## src/rtl/assert_macros.svh

```systemverilog
`ifndef ASSERT_MACROS_SVH
`define ASSERT_MACROS_SVH

// Property that must hold in every cycle outside reset.
`define RMQ_ASSERT(lbl, clk, rstn, prop) \
  lbl: assert property (@(posedge clk) disable iff (!rstn) (prop)) \
    else $error("rmq assertion failed");

// Implication checked from one cycle into the next.
`define RMQ_ASSERT_NEXT(lbl, clk, rstn, ante, cons) \
  lbl: assert property (@(posedge clk) disable iff (!rstn) (ante) |=> (cons)) \
    else $error("rmq assertion failed");

`endif

```

## src/rtl/rmq_pkg.sv

```systemverilog
`timescale 1ns / 1ps
package rmq_pkg;

  localparam int unsigned SqrtBits = 17;
  localparam int unsigned QuoBits  = 16;
  localparam logic signed [18:0] QOne = 19'sd16384;

  typedef enum logic [1:0] {
    BR_TRACE = 2'd0,
    BR_X     = 2'd1,
    BR_Y     = 2'd2,
    BR_Z     = 2'd3
  } branch_e;

  typedef struct packed {
    logic signed [15:0] r00;
    logic signed [15:0] r01;
    logic signed [15:0] r02;
    logic signed [15:0] r10;
    logic signed [15:0] r11;
    logic signed [15:0] r12;
    logic signed [15:0] r20;
    logic signed [15:0] r21;
    logic signed [15:0] r22;
  } in_t;

  typedef struct packed {
    logic signed [15:0] quat_w;
    logic signed [15:0] quat_x;
    logic signed [15:0] quat_y;
    logic signed [15:0] quat_z;
    logic [1:0]         branch_taken;
  } out_t;

  // Item moving through the square root cells.
  typedef struct packed {
    logic                   vld;
    branch_e                br;
    logic [2:0][16:0]       num;
    logic [33:0]            rem;
    logic [SqrtBits-1:0]    root;
  } sq_t;

  // Item moving through the divider cells.
  typedef struct packed {
    logic                   vld;
    branch_e                br;
    logic [SqrtBits-1:0]    s;
    logic [15:0]            quarter;
    logic [2:0]             neg;
    logic [2:0]             ovf;
    logic [2:0][31:0]       rem;
    logic [2:0][QuoBits-1:0] quo;
  } dv_t;

endpackage

```

## src/rtl/rmq_sqrt_cell.sv

```systemverilog
`timescale 1ns / 1ps
module rmq_sqrt_cell #(
  parameter int unsigned BIT = 0
) (
  input  logic         clk_i,
  input  logic         rst_ni,
  input  logic         en_i,
  input  rmq_pkg::sq_t sq_i,
  output rmq_pkg::sq_t sq_o
);

  logic [34:0] delta;
  rmq_pkg::sq_t sq_d, sq_q;

  // Try to set this root bit: (r + 2^b)^2 - r^2 = r*2^(b+1) + 2^(2b).
  always_comb begin
    delta = ({18'd0, sq_i.root} << (BIT + 1)) + (35'd1 << (2 * BIT));
    sq_d  = sq_i;
    if ({1'b0, sq_i.rem} >= delta) begin
      sq_d.rem  = sq_i.rem - delta[33:0];
      sq_d.root = sq_i.root | (17'd1 << BIT);
    end
  end

  always_ff @(posedge clk_i or negedge rst_ni) begin
    if (!rst_ni) begin
      sq_q <= '0;
    end else if (en_i) begin
      sq_q <= sq_d;
    end
  end

  assign sq_o = sq_q;

endmodule

```

## config.mk

```make
export PLATFORM = sky130hd
export DESIGN_NAME = rmq_sqrt_cell
export DESIGN_NICKNAME = d
export VERILOG_FILES = /design/src/rtl/assert_macros.svh /design/src/rtl/rmq_pkg.sv /design/src/rtl/rmq_sqrt_cell.sv
export SDC_FILE = /design/constraint.sdc
export NUM_CORES = 1
export LEC_CHECK = 0
export ABC_AREA = 0
export ABC_CLOCK_PERIOD_IN_PS = 800
export BUFFER_PORTS_ARGS = -buffer_cell sky130_fd_sc_hd__buf_2
export CAP_MARGIN = 5
export CORE_UTILIZATION = 45
export DETAILED_ROUTE_END_ITERATION = 6
export PLACE_DENSITY = 0.8
export SLEW_MARGIN = 40
export SYNTH_ARGS = -nofsm -noshare
export SYNTH_HDL_FRONTEND = slang
export SYNTH_SLANG_ARGS = --single-unit
```

## constraint.sdc

```tcl
create_clock -name clk_i -period 0.8 [get_ports clk_i]
set_input_delay 0.08 -clock clk_i [delete_from_list [all_inputs] [get_ports clk_i]]
set_output_delay 0.08 -clock clk_i [all_outputs]
set_load 0.01 [all_outputs]
```

* After elaboration in Yosys (flattened, before gate mapping)
Cells that the tools add are included.
** Word-level totals
- Register bits :: 105
- Bits of input ports :: 108
- Output and inout port bits :: 105
- Logic and storage cells :: 11
** Cells by class
- Add/subtract/negate cells :: 2
- $lt $le $gt $ge :: 1
- Muxes and demuxes :: 1
** Operators by type and width (number)
- 2-to-1 mux 51 bit :: 1
- >= comparator 34 x 19 -> 1 bit :: 1
- subtractor 34 x 19 -> 34 bit :: 1
- adder 18 x 1 -> 19 bit (second input constant) :: 1

* Logic depth before layout (Yosys ltp)
Gate-level depths: netlist of the first run.
- Word-level depth :: 3
- Gate-level depth with buffers :: 11
- Depth with buffers taken out :: 10

* Worst setup path before layout of the first run
OpenSTA, ideal clock, no wires.
- Path kind :: input-to-reg
- Start :: input sq_i[0] (netlist bit)
- End :: register sq_q, in the netlist sq_o[43]
- Setup time :: 0.082 ns
- Arrival :: 2.352 ns
- Required time :: 0.718 ns
- Setup slack :: -1.634 ns
- Cell stages on the path :: 9
- Buffers on the path :: 0
- Cell sequence :: inv_1 fa_1 a21o_2 a221o_1 a311oi_4 o21a_4 o21ai_4 or4_1 a31oi_1
** Between the ends
- Word-level cells in the longest chain between the ends :: 3
- Elaborated cells on any way between the ends :: 4
- Those cells by class :: 2 x add/sub; 1 x order compare; 1 x mux
** Ends and longest elaborated chain
- start: declaration :: RTL line rmq_sqrt_cell.sv:8 : input rmq_pkg::sq_t sq_i,
- adder 18 x 1 -> 19 bit * :: RTL line rmq_sqrt_cell.sv:17 : delta = ({18'd0, sq_i.root} << (BIT + 1)) + (35'd1 << (2 * BIT));
- subtractor 34 x 19 -> 34 bit / >= comparator 34 x 19 -> 1 bit (equally long branches) :: RTL line rmq_sqrt_cell.sv:20, rmq_sqrt_cell.sv:19
- 2-to-1 mux 51 bit * :: RTL line rmq_sqrt_cell.sv:19 : if ({1'b0, sq_i.rem} >= delta) begin
- end signal: assignment :: RTL line rmq_sqrt_cell.sv:29 : sq_q <= sq_d;
- end: declaration :: RTL line rmq_sqrt_cell.sv:13 : rmq_pkg::sq_t sq_d, sq_q;
Every way passes the cells marked *; elsewhere a longest branch is shown, timed or not.
A chain may end at the register's enable or synchronous reset.

* Final worst setup path of the first run
- Start :: input sq_i[0] (netlist bit)
- End :: register sq_q, in the netlist sq_o[49]
Same word-level chain as after synthesis.

==> key figures, run 1 <==
Status
  • Outcome: finished, violations left
  • Failing checks: negative setup slack

Cells and area
  • Number of nets in the layout: 1105
  • Synthesis-to-layout area growth: 86.7%
  • Fraction of layout instances using a drive strength above 1: between 50% and 60%
  • Max FFs per register: 105
  • Final Cell Area: 10400 µm²
  • Non-Filler Instances: 1130
  • Antenna diodes: 0

Worst setup path
  • Worst-path maximum fanout: 7
  • FF-to-FF setup slack: -0.29 ns
  • CP Launch Type: primary input
  • Crit end category: flop
  • WP data arrival: 2.45 ns
  • Critical path type: in2reg
  • CP required: 1.08 ns

Routing
  • Final WL: approximately 28 mm
  • Avg WL per Cell: 24.8 µm
  • DRC: 0
  • Antenna-violating nets left: 0
  • TritonRoute pass-1 iters: 5
  • Iter 0 DRT Violations: 546
  • Vias per cell: 5.91
  • Via count: 6675

Power and ir drop
  • Clock power share: 26.8%
  • Seq pwr share: 36.2%
  • Tot Pwr: about 18000 µW
  • Worst vdd ir: 1.37 mV
  • Internal power: 11700 µW
  • Net Sw Power: 6050 µW
  • Pleak: 0.00490 µW
  • Net Sw Frac: 34.1%
  • Logic pwr share: 37.0%
  • Pwr dens: about 1700 nW/µm²

Floorplan
  • DIE AREA: 12800 µm²
  • Core Box Area: roughly 12000 µm²
  • FP Rows: 40
  • Io pins: 213
  • Die X-Extent: 113 µm
  • Initial core utilization: 46.2%
  • Die H: 113 µm

Timing
  • Hold Vio Cnt, Final: 0
  • Setup-failing EPs final: 191
  • RSZ-0062 raised after global routing: yes
  • Setup ws final: -1.37 ns
  • Layout Skew: 0 ns
  • Fmax: 461 MHz
  • Final Cycle Share: 271%
  • Worst slew margin: 68.1%
  • Final Max Tran Viols: 0
  • Crit path time final: around 2.2 ns
  • Setup_tns: -71.72 ns
  • Measured slew at the worst slew-check pin: 0.475 ns

Run
  • Max Cap Violations: 0

Synth
  • Synth top area share: 47.4%
  • Async set-reset flop share out of synthesis: 100%
  • Post-synthesis instance total: about 500
  • Predominant post-synthesis flop cell: dfrtp_1
  • Synth area leader: dfrtp_1
  • Seq cells post-synth: ~110
  • Register area share after synthesis: 47.4%
  • Syn_nets: around 630
  • Post-synth EDFFs: 0
  • Synth Cell Area: 5550 µm²
  • Synth area leaders: dfrtp_1, mux2_2, ha_1
  • Syn_area_per_cell: 11.1 µm²
  • Synth cell types: 55
  • Yosys warnings: 0

GRT
  • Vias in the first global route: 6234
  • Largest net degree at the start of global routing: 42
  • First-pass GRT wire length: 33.4 mm
  • Global router's overall resource usage: 34.4%
  • Residual overflow from global routing: 0
  • Initial antenna violation count: 1

Placement
  • Post-Place Setup Slack: -1.83 ns
  • Post-DP HPWL: 12.8 mm
  • PortBufs: between 200 and 250
  • Placed Area: 7770 µm²
  • Global placement routability congestion: 0.854
  • Dpl cells: 950

Clock tree
  • Clock tree sinks: 105
  • CTS Buf Count: 9
  • Worst skew pair latency: 0.36 ns
  • TritonCTS clock tree: built
  • H-tree Lvls: 3
  • Reg clk slew, reported paths: 0.08 ns
  • Clk root buf: clkbuf_16
  • Clock buffer depth: 2

Hold path
  • Worst Hold Class: in2reg
[worst max-delay path, stage by stage]
cell	delay, ns
buf_8	0.11
inv_8	0.04
fa_2	0.37
a21o_4	0.22
a221o_1	0.36
a311oi_4	0.28
buf_4	0.18
o21a_4	0.14
o21ai_4	0.08
or4_1	0.41
a31oi_1	0.16
[final cells by class]
class | count | area (µm²)
Clock inverter | 7 | 82.6
Clock buffer | 9 | 225
Sequential cell | 105 | 2630
Multi-Input combinational cell | 353 | 3350
Tap cell | 147 | 184
Timing Repair Buffer | 490 | 3810
Fill cell | 521 | 1650
Inverter | 19 | 83.8
[routing by layer]
metal | wire length (µm) | global-route usage (%)
met4 | 2150 | 17.5
met1 | 9840 | 38.4
met5 | 11 | 0
met2 | 13100 | 59.6
met3 | 2850 | 10.3
[power by group through the flow]
| stage | logic (µW) | clock network, µW | registers (µW) |
|---|---|---|---|
| final | 6560 | 4750 | 6420 |
| after global routing | 6830 | 4910 | 6440 |
| after CTS | 5270 | 4570 | 6260 |
| after detailed placement | 4180 | 0 | 6340 |
| after global placement | 4100 | 0 | 6300 |
| after floorplan | 1900 | 0 | 6620 |
[cell usage in the layout, fill, tap and decap left out, drive strengths merged, types with 3 or more instances in the layout]
cell / netlist / final
or3: 6 / 6
ha: 18 / 18
dlygate4sd3: 0 / 71
o21a: 4 / 4
nor3b: 3 / 3
nor2: 46 / 46
buf: 5 / 419
clkbuf: 19 / 9
nand3: 7 / 7
xor2: 10 / 10
nand4: 3 / 3
inv: 19 / 22
and3: 3 / 3
xnor2: 10 / 10
o21ai: 15 / 15
nand2: 22 / 22
clkinv: 0 / 3
or2: 3 / 3
a211o: 3 / 3
dfrtp: 105 / 105
mux2: 71 / 71
mux2i: 17 / 17
a31oi: 19 / 19
o211ai: 5 / 5
a21o: 7 / 7
nor4: 3 / 3
o31ai: 7 / 7
a21oi: 37 / 37
or4: 8 / 8
[through the flow]
step,hold slack [ns],utilization [%]
finish,0.0272,86.3
floorplan,-0.216,-
global route,0.0385,86.3
detailed placement,-0.0322,64.7
CTS,0.0105,80.9
global placement,-0.0383,64.7
[cells by family (layout without fill, tap and decap cells)]
| family | Yosys count | in the layout | share of synthesized area [%] |
|---|---|---|---|
| flops | 105 | 105 | 47.4 |
| buf+inv | 43 | 525 | 3.65 |
| compound gates | 110 | 110 | 13.3 |
| xor+xnor | 20 | 20 | 3.16 |
| mux | 88 | 88 | 17.5 |
| simple gates | 116 | 116 | 10.7 |
| fa+ha+maj | 19 | 19 | 4.42 |
[what timing repair did]
| item | in CTS | in global routing |
|---|---|---|
| endpoints found under the setup margin | 140 | 174 |
| gates resized for setup | 105 | 80 |
| pin swaps | 51 | 41 |
| hold buffers | 70 | 1 |
| hold endpoints to repair | 174 | 1 |
| cloned | 2 | 0 |
| buffers inserted | 48 | 48 |
[cell usage after synthesis (14+ instances only)]
master,n
mux2_2,71
nand2_1,22
o21ai_0,14
ha_1,18
nor2_1,46
mux2i_1,17
dfrtp_1,105
a31oi_1,19
clkbuf_1,18
a21oi_1,37
inv_1,19
[worst paths after layout]
path | endpoint | cells past startpoint | startpoint
worst min register to register | sq_o[7]$_DFFE_PN0P_ | 1 | sq_o[7]$_DFFE_PN0P_
min in group asynchronous | sq_o[79]$_DFFE_PN0P_ | 2 | rst_ni
max in group asynchronous | sq_o[8]$_DFFE_PN0P_ | 3 | rst_ni
worst max-delay path | sq_o[49]$_DFFE_PN0P_ | 11 | sq_i[0]
worst max register to register | sq_o[31]$_DFFE_PN0P_ | 4 | sq_o[31]$_DFFE_PN0P_
worst min-delay path | sq_o[42]$_DFFE_PN0P_ | 3 | sq_i[42]
Power figures use the tool's default switching activity.
==> run 2: changes to the inputs <==
- CORE_UTILIZATION: 45 -> 35
- PLACE_DENSITY: 0.8 -> 0.66
==> run 2 against run 1 <==
Net effect:
- the flow still finishes with violations (negative setup slack)
- worst hold slack worse by 0.0095 ns
- power decreased by 4.0%
- first-iteration DRC count down 30%
- clock skew stayed put
- sequential share of layout area hardly changed
- clock power is 3% lower
- sequential power down 0.9%
- critical path type unchanged
- critical endpoint is now sq_o[41]$_DFFE_PN0P_
- largest cell class unchanged
==> key figures, run 2 (synthesis results as in run 1) <==
Status
  • Outcome: finished, violations left
  • Failing checks: negative setup slack

Routing
  • Antenna-violating nets left: 0 (unchanged)
  • Via count: 6063 (-9.2%)
  • TritonRoute pass-1 iters: 5 (unchanged)
  • DRC: 0 (unchanged)
  • Final WL: 23.3 mm (-17%)
  • Iter 0 DRT Violations: 383 (-30%)
  • Vias per cell: 5.12 (-13%)
  • Avg WL per Cell: 19.7 µm (-21%)

Power and ir drop
  • Net Sw Power: 5220 µW (-14%)
  • Tot Pwr: 17000 µW (-4.0%)
  • Worst vdd ir: 0.931 mV (-32%)
  • Pwr dens: 1640 nW/µm² (-4.1%)
  • Pleak: 0.00486 µW (-0.79%)
  • Clock power share: 27.0% (+0.2 points)
  • Seq pwr share: 37.4% (+1.2 points)
  • Net Sw Frac: 30.7% (-3.4 points)
  • Logic pwr share: 35.5% (-1.5 points)
  • Internal power: 11800 µW (+0.93%)

Timing
  • Fmax: 475 MHz (+3.0%)
  • Crit path time final: 2.11 ns (-0.0629 ns)
  • Setup ws final: -1.31 ns (+0.0629 ns)
  • Setup-failing EPs final: 186 (-2.6%)
  • Layout Skew: 0 ns (unchanged)
  • Final Cycle Share: 263% (-7.9 points)
  • Worst slew margin: 68.2% (+0.13 points)
  • RSZ-0062 raised after global routing: yes
  • Final Max Tran Viols: 0 (unchanged)
  • Measured slew at the worst slew-check pin: 0.464 ns (-0.0106 ns)
  • Hold Vio Cnt, Final: 0 (unchanged)

Worst setup path
  • CP Launch Type: primary input
  • FF-to-FF setup slack: -0.17 ns (+0.12 ns)
  • Crit end category: flop
  • WP data arrival: 2.39 ns (-0.06 ns)
  • Critical path type: in2reg
  • Worst-path maximum fanout: 6 (-1)
  • CP required: 1.08 ns (about the same)

Run
  • Max Cap Violations: 0 (unchanged)

GRT
  • Residual overflow from global routing: 0 (unchanged)
  • Largest net degree at the start of global routing: 33 (-21%)
  • First-pass GRT wire length: 32.7 mm (-2.1%)
  • Initial antenna violation count: 0 (-1)
  • Vias in the first global route: 6212 (-0.35%)
  • Global router's overall resource usage: 26.0% (-8.4 points)

Cells and area
  • Commonest cells after routing, fill and taps aside: buf_2, buf_4, dfrtp_1, dlygate4sd3_1, buf_6
  • Number of nets in the layout: 1097 (-0.72%)
  • FILL cells: 1134 (+120%)
  • Max FFs per register: 105 (unchanged)
  • Fraction of layout instances using a drive strength above 1: 58.2% (-1.1 points)
  • Antenna diodes: 0 (unchanged)
  • Multi-input combinational cell area: 3330 µm² (-0.67%)
  • Synthesis-to-layout area growth: 86.9%
  • Commonest non-fill, non-tap cell in the layout: buf_2
  • Sequential cell area: 2630 µm² (unchanged)

Clock tree
  • H-tree Lvls: 3 (unchanged)
  • Clk root buf: clkbuf_16
  • Reg clk slew, reported paths: 0.08 ns (about the same)
  • TritonCTS clock tree: built
  • Clock buffer depth: 2 (unchanged)
  • Clock tree sinks: 105 (unchanged)
  • CTS Buf Count: 9 (unchanged)
  • Worst skew pair latency: 0.35 ns (about the same)

Floorplan
  • Die X-Extent: 128 µm (+13%)
  • Die H: 128 µm (+13%)
  • Core Box Area: 15300 µm² (+28%)
  • Io pins: 213 (unchanged)
  • DIE AREA: 16400 µm² (+28%)
  • FP Rows: 45 (+13%)
  • Initial core utilization: 36.2% (-10 points)

Placement
  • Global placement routability congestion: 0.834 (-2.3%)
  • PortBufs: 212 (unchanged)
  • Post-DP HPWL: 13.5 mm (+5.8%)
  • Post-Place Setup Slack: -1.84 ns (-0.00903 ns)

Hold path
  • Worst Hold Class: in2reg
[run 2: cell count changes in the layout (fill, tap and decap cells not counted), moves of 3 or more]
cell     change
buf_4       -15
o31ai_1      +3
o21ai_2      -3
buf_12       +3
o21ai_1      +4
inv_6        +3
buf_2        +6
inv_8        -4
[run 2: path summary, 6_finish.rpt]
kind / from / to / depth (start not counted)
worst min register to register: sq_o[3]$_DFFE_PN0P_ / sq_o[3]$_DFFE_PN0P_ / 1
worst min-delay path: sq_i[20] / sq_o[20]$_DFFE_PN0P_ / 3
worst max register to register: sq_o[77]$_DFFE_PN0P_ / sq_o[77]$_DFFE_PN0P_ / 2
max in group asynchronous: rst_ni / sq_o[10]$_DFFE_PN0P_ / 3
min in group asynchronous: rst_ni / sq_o[94]$_DFFE_PN0P_ / 2
worst max-delay path: sq_i[17] / sq_o[41]$_DFFE_PN0P_ / 11
[run 2: through the flow]
step | hold WS [ns] | utilization, % | area (µm²) | setup TNS [ns] | cells
3_3_place_gp | -0.0164 | 51.7 | 7910 | -64.85 | 1019
6_report | 0.0177 | 67.7 | 10400 | -65.10 | 1185
3_5_place_dp | -0.0167 | 51.7 | 7910 | -66.30 | 1019
4_1_cts | 0.000482 | 63.9 | 9790 | -60.32 | 1154
5_1_grt | 0.0271 | 67.7 | 10400 | -70.58 | 1185
2_1_floorplan | -0.216 | - | 5940 | -49.45 | 501
[run 2: metal layers]
metal	vias to the layer above	GRT usage, %	share of wire (%)
met5	-	0	0
met4	0	9.90	3.2
met3	56	4.80	6.1
met2	275	47.1	51
met1	2974	30.5	40
li1	2758	-	-
[run 2: power by group through the flow]
stage,sequential [µW],clock [µW],combinational [µW]
3_5_place_dp,6350,0,4230
3_3_place_gp,6320,0,4170
6_report,6360,4600,6050
2_1_floorplan,6620,0,1900
4_1_cts,6250,4640,5360
5_1_grt,6420,4870,6400
[run 2: what timing repair did]
action | 4_1_cts | 5_1_grt
resized for setup | 93 | 68
pin swaps | 31 | 27
endpoints found under the hold margin | 175 | 0
gates cloned | 0 | 2
endpoints found under the setup margin | 140 | 173
hold buffers | 71 | 0
setup buffers | 49 | 30
[run 2: worst max-delay path: stages]
cell	delay (ns)
buf_8	0.10
fa_2	0.40
a21o_4	0.22
a221o_1	0.36
a311oi_4	0.26
buf_4	0.17
o21a_4	0.14
o21ai_4	0.08
buf_4	0.15
or3_1	0.30
a31oi_1	0.13
[run 2: layout make-up]
class,instances,share of cell area (%)
Clock buffer,10,2.21
Clock inverter,5,0.615
Inverter,19,0.760
Multi-Input combinational cell,353,32.1
Sequential cell,105,25.3
Tap cell,211,2.55
Timing Repair Buffer,482,36.5
==> run 3: changes to the inputs <==
- CTS_BUF_LIST: default -> sky130_fd_sc_hd__clkbuf_8 sky130_fd_sc_hd__clkbuf_16
==> run 3 against run 2 <==
Net effect:
- via count decreased by 0.18%
- non-clock buffer count did not move
- global-route usage did not move
- the flow still finishes with violations (negative setup slack)
- routed wire length down 0.16%
- utilization stayed put
- flip-flop and latch count is the same
- worst hold slack about the same
==> key figures, run 3 (synthesis results as in run 1) <==
Worst setup path
  • WP data arrival: 2.39 ns (about the same)
  • Critical path type: in2reg
  • FF-to-FF setup slack: -0.18 ns (about the same)
  • Cell mode on critical path: buf_4
  • Delay-heaviest family, CP: compound AO/OA/AOI/OAI gates
  • Crit-path slowest cell: fa_2
  • CP Launch Type: primary input
  • CP Buf/Inv Count: 3 (unchanged)
  • Worst-path maximum fanout: 6 (unchanged)
  • Crit path cell chain: buf_8 -> fa_2 -> a21o_4 -> a221o_1 -> a311oi_4 -> buf_4 -> o21a_4 -> o21ai_4 -> buf_4 -> or3_1 -> a31oi_1
  • CP required: 1.08 ns (about the same)
  • Crit end category: flop
  • Cell depth of the worst setup path: 11 (unchanged)
  • Reg2reg path depth: 2 (unchanged)
  • Reg2reg end: sq_o[77]$_DFFE_PN0P_
  • Max incr delay on CP: 0.40 ns (about the same)
  • Reg2Reg Launch Point: sq_o[77]$_DFFE_PN0P_

Cells and area
  • Commonest non-fill, non-tap cell in the layout: buf_2
  • Non-Filler Instances: 1185 (unchanged)
  • Final Util: 67.7% (unchanged)
  • Synthesis-to-layout area growth: 86.9% (unchanged)
  • Commonest cells after routing, fill and taps aside: buf_2, buf_4, dfrtp_1, dlygate4sd3_1, buf_6
  • Fraction of layout instances using a drive strength above 1: 58.2% (unchanged)
  • Sequential cell area: 2630 µm² (unchanged)
  • Max FFs per register: 105 (unchanged)
  • Number of nets in the layout: 1097 (unchanged)
  • Antenna diodes: 0 (unchanged)
  • Multi-input combinational cell area: 3330 µm² (unchanged)
  • FILL cells: 1134 (unchanged)

Clock tree
  • Clk root buf: clkbuf_16
  • Clock buffer depth: 2 (unchanged)
  • CTS Buf Count: 9 (unchanged)
  • Worst skew pair latency: 0.35 ns (about the same)
  • TritonCTS clock tree: built
  • H-tree Lvls: 3 (unchanged)
  • Clock tree sinks: 105 (unchanged)
  • Reg clk slew, reported paths: 0.08 ns (about the same)

Placement
  • Dpl cells: 1019 (unchanged)
  • Post-Place Setup Slack: -1.84 ns (unchanged)
  • Post-DP HPWL: 13.5 mm (unchanged)
  • PortBufs: 212 (unchanged)
  • Global placement routability congestion: 0.834 (unchanged)

Status
  • Outcome: finished, violations left
  • Failing checks: negative setup slack

Timing
  • Layout Skew: 0 ns (unchanged)
  • Measured slew at the worst slew-check pin: 0.464 ns (unchanged)
  • Worst slew margin: 68.2% (unchanged)
  • Final Max Tran Viols: 0 (unchanged)
  • Final Cycle Share: 263% (about the same)
  • Crit path time final: 2.11 ns (+0.00151 ns)
  • Final Hold Slack: 0.0181 ns (+0.000359 ns)
  • Fmax: 474 MHz (about the same)
  • Setup-failing EPs final: 184 (-1.1%)
  • Hold Vio Cnt, Final: 0 (unchanged)
  • Setup ws final: -1.31 ns (-0.00151 ns)
  • RSZ-0062 raised after global routing: yes

Floorplan
  • Initial core utilization: 36.2% (unchanged)
  • DIE AREA: 16400 µm² (unchanged)
  • Die H: 128 µm (unchanged)
  • FP Rows: 45 (unchanged)
  • Core Box Area: 15300 µm² (unchanged)
  • Die X-Extent: 128 µm (unchanged)
  • Io pins: 213 (unchanged)

Routing
  • Avg WL per Cell: 19.6 µm (-0.16%)
  • Via count: 6052 (-0.18%)
  • DRC: 0 (unchanged)
  • Final WL: 23.3 mm (-0.16%)
  • Antenna-violating nets left: 0 (unchanged)
  • Vias per cell: 5.11 (-0.18%)
  • TritonRoute pass-1 iters: 5 (unchanged)
  • Iter 0 DRT Violations: 357 (-6.8%)

GRT
  • Largest net degree at the start of global routing: 33 (unchanged)
  • Residual overflow from global routing: 0 (unchanged)
  • First-pass GRT wire length: 32.7 mm (unchanged)
  • Initial antenna violation count: 0 (unchanged)
  • Global router's overall resource usage: 26.0% (unchanged)
  • Vias in the first global route: 6212 (unchanged)

Hold path
  • Hold Crit Start: sq_i[20]
  • Worst Hold End: sq_o[20]$_DFFE_PN0P_
  • Hold path cells: 3 (unchanged)
  • Worst Hold Class: in2reg

Power and ir drop
  • Pleak: 0.00486 µW (about the same)
  • Worst vdd ir: 0.926 mV (-0.51%)
  • Tot Pwr: 17000 µW (-0.11%)
  • Pwr dens: 1640 nW/µm² (-0.11%)

Run
  • Max Cap Violations: 0 (unchanged)
-- run 3: changes by cell type in the layout (fill, tap and decap cells not counted), sizes merged --
cell,previous run,this run
clkbuf,12,11
inv,21,22
-- run 3: how the worst max path moves through the flow --
stage,start,endpoint
floorplan,sq_i[17],sq_o[43]$_DFFE_PN0P_
global placement,sq_i[17],sq_o[47]$_DFFE_PN0P_
detailed placement,sq_i[7],sq_o[49]$_DFFE_PN0P_
CTS,sq_i[17],sq_o[49]$_DFFE_PN0P_
global route,sq_i[17],sq_o[49]$_DFFE_PN0P_
finish,sq_i[17],sq_o[41]$_DFFE_PN0P_
-- run 3: what timing repair did --
action                     4_1_cts  5_1_grt
hold buffers                    71        0
hold endpoints to repair       175        0
gates resized for setup         93       68
setup endpoints to repair      140      173
pin swaps                       31       27
buffers inserted                49       30
cloned                           0        2
-- run 3: worst min-delay path, cell delays in order --
cell	delay, ns
buf_6	0.08
mux2i_1	0.06
a21oi_1	0.11
-- run 3: stage by stage --
step	area, µm²	setup TNS [ns]
6_report	10400	-65.03
5_1_grt	10400	-70.59
4_1_cts	9790	-60.32
3_5_place_dp	7910	-66.30
3_3_place_gp	7910	-64.85
2_1_floorplan	5940	-49.45
-- run 3: area by class of cell --
cell class	count	area share [%]
inverters	19	0.760
multi-input cells	353	32.1
well taps	211	2.55
repair buffers	482	36.5
clock buffers	9	2.17
flip-flops and latches	105	25.3
clock inverters	6	0.651
-- run 3: power by group --
| part | total [µW] | switching, µW | internal, µW | leakage (µW) |
|---|---|---|---|---|
| clock | 4580 | 2150 | 2430 | 0.000144 |
| combinational | 6040 | 2620 | 3420 | 0.00351 |
| sequential | 6360 | 448 | 5920 | 0.00121 |
| total | 17000 | 5220 | 11800 | 0.00486 |
-- run 3: per-layer routing --
layer | up-vias | share of wire [%] | global-route usage, % | routed length, µm
met3 | 56 | 6.0 | 4.80 | 1410
li1 | 2761 | - | - | -
met2 | 270 | 50 | 47.1 | 11700
met4 | 0 | 3.2 | 9.90 | 740
met5 | - | 0 | 0 | 0
met1 | 2965 | 40 | 30.5 | 9400
